File: config.mk
export PLATFORM = sky130hd
export DESIGN_NAME = bmp_pixel_row_unpacker
export DESIGN_NICKNAME = d
export VERILOG_FILES = /design/src/hdl/bmpru_pkg.sv /design/src/hdl/bmpru_convert.sv /design/src/hdl/bmp_pixel_row_unpacker.sv
export SDC_FILE = /design/constraint.sdc
export NUM_CORES = 1
export LEC_CHECK = 0
export ABC_AREA = 1
export BUFFER_PORTS_ARGS = -buffer_cell sky130_fd_sc_hd__buf_2
export CORE_MARGIN = 4
export CORE_UTILIZATION = 40
export DETAILED_ROUTE_END_ITERATION = 8
export PLACE_DENSITY = 0.56
export SLEW_MARGIN = 20
export SYNTH_ARGS = -nofsm -noshare
export SYNTH_HDL_FRONTEND = slang
export SYNTH_SLANG_ARGS = --single-unit
File: constraint.sdc
create_clock -name clk -period 5.1 [get_ports clk]
set_clock_uncertainty 0.05 [all_clocks]
set_input_delay 0.765 -clock clk [delete_from_list [all_inputs] [get_ports clk]]
set_output_delay 0.765 -clock clk [all_outputs]
set_load 0.1 [all_outputs]
File: src/hdl/bmpru_pkg.sv
// ----------------------------------------------------------------------------
// bmpru_pkg
// Shared types and codes for the BMP pixel row unpacker: pixel formats and
// configuration register indexes.
// ----------------------------------------------------------------------------
package bmpru_pkg;

    typedef enum logic [1:0] {
        FMT_RGB565 = 2'd0,
        FMT_BGR24  = 2'd1,
        FMT_BGRA32 = 2'd2
    } fmt_t;

    localparam logic [1:0] CFG_IMAGE_WIDTH  = 2'd0;
    localparam logic [1:0] CFG_IMAGE_HEIGHT = 2'd1;
    localparam logic [1:0] CFG_PIXEL_FORMAT = 2'd2;

    localparam int CFG_DATA_W = 13;
    localparam int FMT_W      = 2;

endpackage

File: src/hdl/bmpru_convert.sv
// ----------------------------------------------------------------------------
// bmpru_convert
// Builds the 32-bit texture pixel from the gathered source bytes and the
// final byte of the pixel, per the configured source format.
// ----------------------------------------------------------------------------
module bmpru_convert
    import bmpru_pkg::*;
(
    input  logic [FMT_W-1:0] pixel_format,
    input  logic [23:0]      gather,
    input  logic [7:0]       final_byte,
    output logic [31:0]      pixel_word
);

    // floor(x * 255 / 31) = 8x + floor(7x / 31); 7x / 31 by reciprocal 265 / 8192
    function automatic logic [7:0] widen5(input logic [4:0] x);
        logic [7:0]  n;
        logic [16:0] prod;
        n    = 8'(x) * 8'd7;
        prod = 17'(n) * 17'd265;
        return {x, 3'b000} + 8'(prod[16:13]);
    endfunction

    // floor(x * 255 / 63) = 4x + floor(x / 21)
    function automatic logic [7:0] widen6(input logic [5:0] x);
        logic [1:0] q;
        q = 2'(x >= 6'd21) + 2'(x >= 6'd42) + 2'(x >= 6'd63);
        return {x, 2'b00} + 8'(q);
    endfunction

    logic [15:0] v565;

    assign v565 = {final_byte, gather[7:0]};

    always_comb
    begin
        case (pixel_format)
            FMT_RGB565:
            begin
                pixel_word = {8'hFF, widen5(v565[4:0]), widen6(v565[10:5]),
                              widen5(v565[15:11])};
            end
            FMT_BGR24:
            begin
                pixel_word = {8'hFF, gather[7:0], gather[15:8], final_byte};
            end
            default:
            begin
                pixel_word = {final_byte, gather[7:0], gather[15:8], gather[23:16]};
            end
        endcase
    end

endmodule

File: src/hdl/bmp_pixel_row_unpacker.sv
// ----------------------------------------------------------------------------
// bmp_pixel_row_unpacker
// Converts the bottom-up pixel area of a BMP image, one byte per item, into
// 32-bit texture pixels tagged with column, top-down row and last pixel.
// ----------------------------------------------------------------------------
// The block takes one byte per clock cycle while data_ready is high, padding
// bytes included. The pixel finished by an accepted byte moves from the input
// register to the output register when that is free. The input and output
// registers are each one stage deep, so data_ready drops only while the final
// byte of a pixel waits in the input register behind a pixel that the sink
// has not yet taken. Each pixel costs 2, 3 or 4 input items by format, each
// row end the padding bytes up to a 4-byte boundary. A configuration write
// is taken in any cycle and restarts the image from its bottom row.
module bmp_pixel_row_unpacker
    import bmpru_pkg::*;
#(
    parameter int MAX_WIDTH  = 4096,
    parameter int MAX_HEIGHT = 4096
)
(
    input  logic                  clk,
    input  logic                  rst_n,
    input  logic                  cfg_valid,
    output logic                  cfg_ready,
    input  logic [1:0]            cfg_index,
    input  logic [CFG_DATA_W-1:0] cfg_data,
    input  logic                  data_valid,
    output logic                  data_ready,
    input  logic [7:0]            data_byte,
    output logic                  pixel_valid,
    input  logic                  pixel_ready,
    output logic [31:0]           pixel_word,
    output logic [11:0]           column,
    output logic [11:0]           row,
    output logic                  last_pixel
);

    localparam int CW = (MAX_WIDTH > 1) ? $clog2(MAX_WIDTH) : 1;
    localparam int RW = (MAX_HEIGHT > 1) ? $clog2(MAX_HEIGHT) : 1;
    localparam int WW = $clog2(MAX_WIDTH + 1) > 0 ? $clog2(MAX_WIDTH + 1) : 1;
    localparam int HW = $clog2(MAX_HEIGHT + 1) > 0 ? $clog2(MAX_HEIGHT + 1) : 1;

    logic [CFG_DATA_W-1:0] width_cfg_reg;
    logic [CFG_DATA_W-1:0] height_cfg_reg;
    logic [FMT_W-1:0]      format_reg;

    logic [23:0]   gather_reg,  gather_next;
    logic [1:0]    index_reg,   index_next;
    logic [CW-1:0] col_reg,     col_next;
    logic [1:0]    pad_reg,     pad_next;
    logic [RW-1:0] src_row_reg, src_row_next;

    logic       in_valid_reg, in_valid_next;
    logic [7:0] in_byte_reg;

    logic        out_valid_reg, out_valid_next;
    logic [31:0] pixel_word_reg;
    logic [11:0] column_reg;
    logic [11:0] row_reg;
    logic        last_reg;

    logic [WW-1:0] w_eff;
    logic [HW-1:0] h_eff;
    logic [2:0]    bpp;
    logic          gathering;
    logic          produce;
    logic          out_open;
    logic          in_fire;
    logic          in_take;
    logic          cfg_take;
    logic          col_last;
    logic          row_last;
    logic [HW-1:0] row_calc;
    logic [31:0]   row_ext;
    logic [31:0]   col_ext;
    logic [1:0]    w_lo;
    logic [31:0]   pixel_calc;

    // clamp sizes to 1..MAX
    always_comb
    begin
        if (width_cfg_reg == '0)
        begin
            w_eff = WW'(1);
        end
        else if (32'(width_cfg_reg) > 32'(MAX_WIDTH))
        begin
            w_eff = WW'(MAX_WIDTH);
        end
        else
        begin
            w_eff = WW'(width_cfg_reg);
        end

        if (height_cfg_reg == '0)
        begin
            h_eff = HW'(1);
        end
        else if (32'(height_cfg_reg) > 32'(MAX_HEIGHT))
        begin
            h_eff = HW'(MAX_HEIGHT);
        end
        else
        begin
            h_eff = HW'(height_cfg_reg);
        end
    end

    always_comb
    begin
        case (format_reg)
            FMT_RGB565: bpp = 3'd2;
            FMT_BGR24:  bpp = 3'd3;
            default:    bpp = 3'd4;
        endcase
    end

    assign w_lo = 2'(w_eff);

    assign gathering = (3'(index_reg) + 3'd1) < bpp;
    assign produce   = in_valid_reg && (pad_reg == 2'd0) && !gathering;
    assign out_open  = !out_valid_reg || pixel_ready;
    assign in_fire   = in_valid_reg && (!produce || out_open);
    assign data_ready = !in_valid_reg || in_fire;
    assign in_take   = data_valid && data_ready;
    assign cfg_ready = 1'b1;
    assign cfg_take  = cfg_valid &&
                       ((cfg_index == CFG_IMAGE_WIDTH) || (cfg_index == CFG_IMAGE_HEIGHT) ||
                        (cfg_index == CFG_PIXEL_FORMAT));

    assign col_last = (WW'(col_reg) + WW'(1)) >= w_eff;
    assign row_last = (HW'(src_row_reg) + HW'(1)) >= h_eff;
    assign row_calc = h_eff - HW'(1) - HW'(src_row_reg);
    assign row_ext  = 32'(row_calc);
    assign col_ext  = 32'(col_reg);

    bmpru_convert u_convert
    (
        .pixel_format (format_reg),
        .gather       (gather_reg),
        .final_byte   (in_byte_reg),
        .pixel_word   (pixel_calc)
    );

    // stream state
    always_comb
    begin
        gather_next  = gather_reg;
        index_next   = index_reg;
        col_next     = col_reg;
        pad_next     = pad_reg;
        src_row_next = src_row_reg;

        if (cfg_take)
        begin
            gather_next  = '0;
            index_next   = '0;
            col_next     = '0;
            pad_next     = '0;
            src_row_next = '0;
        end
        else if (in_fire)
        begin
            if (pad_reg != 2'd0)
            begin
                pad_next = pad_reg - 2'd1;
            end
            else if (gathering)
            begin
                case (index_reg)
                    2'd0:    gather_next[7:0]   = in_byte_reg;
                    2'd1:    gather_next[15:8]  = in_byte_reg;
                    2'd2:    gather_next[23:16] = in_byte_reg;
                    default: gather_next        = gather_reg;
                endcase
                index_next = index_reg + 2'd1;
            end
            else
            begin
                gather_next = '0;
                index_next  = '0;
                if (col_last)
                begin
                    col_next = '0;
                    case (format_reg)
                        FMT_RGB565: pad_next = {w_lo[0], 1'b0};
                        FMT_BGR24:  pad_next = w_lo;
                        default:    pad_next = 2'd0;
                    endcase
                    src_row_next = row_last ? '0 : src_row_reg + RW'(1);
                end
                else
                begin
                    col_next = col_reg + CW'(1);
                end
            end
        end
    end

    always_comb
    begin
        if (in_take)
        begin
            in_valid_next = 1'b1;
        end
        else if (in_fire)
        begin
            in_valid_next = 1'b0;
        end
        else
        begin
            in_valid_next = in_valid_reg;
        end

        if (in_fire && produce)
        begin
            out_valid_next = 1'b1;
        end
        else if (pixel_ready)
        begin
            out_valid_next = 1'b0;
        end
        else
        begin
            out_valid_next = out_valid_reg;
        end
    end

    always_ff @(posedge clk or negedge rst_n)
    begin
        if (!rst_n)
        begin
            width_cfg_reg  <= CFG_DATA_W'(1);
            height_cfg_reg <= CFG_DATA_W'(1);
            format_reg     <= FMT_BGRA32;
            gather_reg     <= '0;
            index_reg      <= '0;
            col_reg        <= '0;
            pad_reg        <= '0;
            src_row_reg    <= '0;
            in_valid_reg   <= 1'b0;
            out_valid_reg  <= 1'b0;
        end
        else
        begin
            if (cfg_valid)
            begin
                case (cfg_index)
                    CFG_IMAGE_WIDTH:  width_cfg_reg  <= cfg_data;
                    CFG_IMAGE_HEIGHT: height_cfg_reg <= cfg_data;
                    CFG_PIXEL_FORMAT: format_reg     <= cfg_data[FMT_W-1:0];
                    default:          format_reg     <= format_reg;
                endcase
            end
            gather_reg    <= gather_next;
            index_reg     <= index_next;
            col_reg       <= col_next;
            pad_reg       <= pad_next;
            src_row_reg   <= src_row_next;
            in_valid_reg  <= in_valid_next;
            out_valid_reg <= out_valid_next;
        end
    end

    // hold payload until taken
    always_ff @(posedge clk)
    begin
        if (in_take)
        begin
            in_byte_reg <= data_byte;
        end
        if (in_fire && produce)
        begin
            pixel_word_reg <= pixel_calc;
            column_reg     <= col_ext[11:0];
            row_reg        <= row_ext[11:0];
            last_reg       <= col_last && row_last;
        end
    end

    assign pixel_valid = out_valid_reg;
    assign pixel_word  = pixel_word_reg;
    assign column      = column_reg;
    assign row         = row_reg;
    assign last_pixel  = last_reg;

endmodule
==> impl_metrics.csv <==
group,metric,value,unit
routing,detail_route.drc_violations,0,
timing,final_critical_path_setup_slack,0.310,ns
setup_path,worst-r2r-cell-count,24,
clock_tree,htree_num_levels,4,
timing,min_period,4.79,ns
synthesis,synth_async_sr_flop_share,0.558,
setup_path,path_cells,"fa_1 -> ha_4 -> a21oi_2 -> nand2_1 -> a21o_1 -> a21oi_2 -> inv_2 -> ha_1 -> fa_1 -> ha_1 -> ha_1 -> nand2_1 -> nor2_1 -> nand3_1 -> nand2_1 -> nand2_1 -> nand2_2 -> nand3_1 -> inv_1 -> ha_1 -> ha_1 -> nand3_1 -> xor2_1 -> o21ai_0",
clock_tree,postCtsHoldBufs,0,
global_route,groute.usage.overall,0.160,
timing,period_share,0.939,
routing,top_signal_layer_used,"met4",
routing,drt-initial-drc-count,290,
layout,post_route_cells_drive_above_1_share,0.144,
timing,max_slew_margin,0.374,
routing,routed_length_on_met2,9620,um
routing,wirelength_met1,9670,um
global_route,grt_first_pass_wirelength,34400,um
place,place.gp.congestion,0.820,
synthesis,yosysWarningCount,0,
place,place.detailed.hpwl,15100,um
setup_path,timing_worst_setup_path_type,"reg -> reg",
pwr,worst_ir_drop_vdd,0.225,mV
global_route,grt_pass1_vias,6950,
timing,tns,0,ns
timing,hold_viol_final,0,
worst_hold_path,hold_class,"in -> async",
routing,avgViaCountPerCell,4.80,
routing,routedWlPerCell,13.6,um
status,outcome,"completed",
setup_path,critical-path-max-stage-delay,0.61,ns
synthesis,avg_inst_size_synth,8.81,um^2
setup_path,critical-path-slowest-cell,"fa_1",
global_route,globalRoute.totalOverflow,0,
clock_tree,maximum_clock_path_buffer_count,2,
floorplanning,fp.dieW,162,um
layout,area_delta_synth_final,15.0,%
routing,detailroute.wirelength.met3,723,um
setup_path,crit_path_end_kind,"flip-flop",
synthesis,mappedNetlistArea,0.00945,mm^2
setup_path,worstPathRequired,5.20,ns
layout,final_core_util,0.474,
routing,route.vias.total,7158,
clock_tree,cts_buffers,17,
setup_path,worstPathMaxFanout,4,
synthesis,edff_count_synth,65,
layout,antennaDiodeCount,0,
place,port_buffers,86,
setup_path,worst-endpoint-arrival,4.89,ns
synthesis,synth-main-ff-cell,"dfrtp_1",
floorplanning,fp.dieArea,0.0261,mm^2
routing,first_pass_iters,5,
floorplanning,fp-row-count,55,
floorplanning,design.portCount,88,
layout,layout.cells.non_filler,1490,
clock_tree,tritoncts,"yes",
timing,tightestPinTransition,0.937,ns
place,placed_cells_incl_taps,1455,
floorplanning,floorplan.die.height,162,um
setup_path,critical_path.most_common_cell,"ha_1",
pwr,powerDensity,649,mW/mm^2
synthesis,syn_inst,1073,
layout,largest_register_ff_count,32,
flow_run,maxCapViolations,0,
clock_tree,clock_sink_count,147,
pwr,total_leakage_power,5.30,nW
setup_path,worst_setup_start_kind,"flip-flop",
floorplanning,floorplan.initialDensity,0.412,
timing,max_freq,209,MHz
synthesis,ys_types,46,
synthesis,postSynthRegisterBits,147,
clock_tree,cts_root_buffer,"clkbuf_16",
clock_tree,clk_pin_slew,0.07,ns
pwr,totalPowerFinal,7.05,mW
setup_path,setup.reg_to_reg.worst_slack,0.31,ns
routing,detail_route.wirelength,20200,um
floorplanning,floorplan.core_area,0.0229,mm^2
global_route,grt_start_max_net_pins,83,
place,placement.setup.worst_slack,0.123,ns
synthesis,mappedNetlistNets,1224,
routing,ant_nets,0,
timing,final-setup-viol-count,0,
synthesis,synth-seq-area-share,0.424,
global_route,grt_antenna_before_repair,0,
clock_tree,insertion_delay,0.43,ns
timing,final_max_slew_viol_count,0,
layout,finish.net_count,1316,
## power breakdown
part	total (mW)	switching (mW)	internal (mW)
combinational	3.95	2.74	1.20
sequential	1.91	0.220	1.69
clock	1.20	0.491	0.705
total	7.05	3.46	3.59
## stage by stage
stage / hold slack (ns) / area [um^2]
4_1_cts: 0.407 / 10800
2_1_floorplan: 0.375 / 9450
3_3_place_gp: 0.388 / 10200
5_1_grt: 0.386 / 10900
3_5_place_dp: 0.391 / 10200
6_report: 0.321 / 10900
## worst max-delay path, delay by kind of cell, from the launching register on
kind                       cells  cell delay, ns
buffers and inverters          2            0.12
AOI/OAI and AO/OA              4            0.55
adders and majority gates      8            2.52
xor gates and xnor gates       1            0.13
and+or+nand+nor                9            0.66
DFF                            1            0.48
## per-layer routing
layer,vias to the layer above,GRT usage
met5,-,0
met4,0,0.0381
met3,15,0.0287
met2,98,0.267
met1,3322,0.218
li1,3723,-
## placed cells by master (no fill, tap or decap), types with 4 or more instances in the layout
cell type / n
a21oi_1: 36
nor2_1: 84
nand3_2: 5
nand2_1: 263
buf_2: 85
fa_1: 14
nor4_1: 4
nand2_4: 5
clkbuf_16: 17
edfxtp_1: 65
ha_1: 107
nor3_1: 5
buf_4: 12
inv_1: 117
inv_2: 6
xnor2_1: 9
o21ai_0: 77
xor2_1: 30
dfrtp_1: 78
nand4_1: 12
nand3_1: 78
a21o_1: 5
## final cells by class
cell class | instances | area, um^2
flip-flops and latches | 147 | 4010
well taps | 313 | 392
inverters | 124 | 465
clock buffers | 22 | 474
fillers | 2255 | 12100
multi-input cells | 776 | 4890
clock inverters | 9 | 81.3
repair buffers | 99 | 547
## cells by family (layout without fill, tap and decap cells)
kind of cell               after synthesis  after routing  synth area share
buffers and inverters                  150            254            0.0644
xor gates and xnor gates                41             41            0.0380
and+or+nand+nor                        474            474             0.218
other                                    1              1          0.000397
AOI/OAI and AO/OA                      137            137            0.0808
adders and majority gates              123            123             0.174
DFF                                    147            147             0.424
## cells in the mapped netlist, drive strengths merged, types with 12 or more instances
master | number | area share
buf | 16 | 0.011
nor2 | 89 | 0.037
xor2 | 31 | 0.029
nand4 | 12 | 0.0079
o21ai | 82 | 0.046
inv | 123 | 0.049
edfxtp | 65 | 0.21
a21oi | 39 | 0.021
nand2 | 269 | 0.11
dfrtp | 79 | 0.21
nand3 | 84 | 0.048
ha | 109 | 0.14
fa | 14 | 0.030
## final timing paths
check / start / to
max reg2reg: in_byte_reg[5] / pixel_word[7]
max in group asynchronous: rst_n / gather_reg[2]
min in group clk: col_reg[6] / column[6]
min: rst_n / src_row_reg[8]
min reg2reg: col_reg[6] / column[6]
max: in_byte_reg[5] / pixel_word[7]
## timing repair
item,4_1_cts,5_1_grt
resized for setup,0,11
buffers inserted,0,4
setup endpoints to repair,0,6
Power figures use the tool's default switching activity.
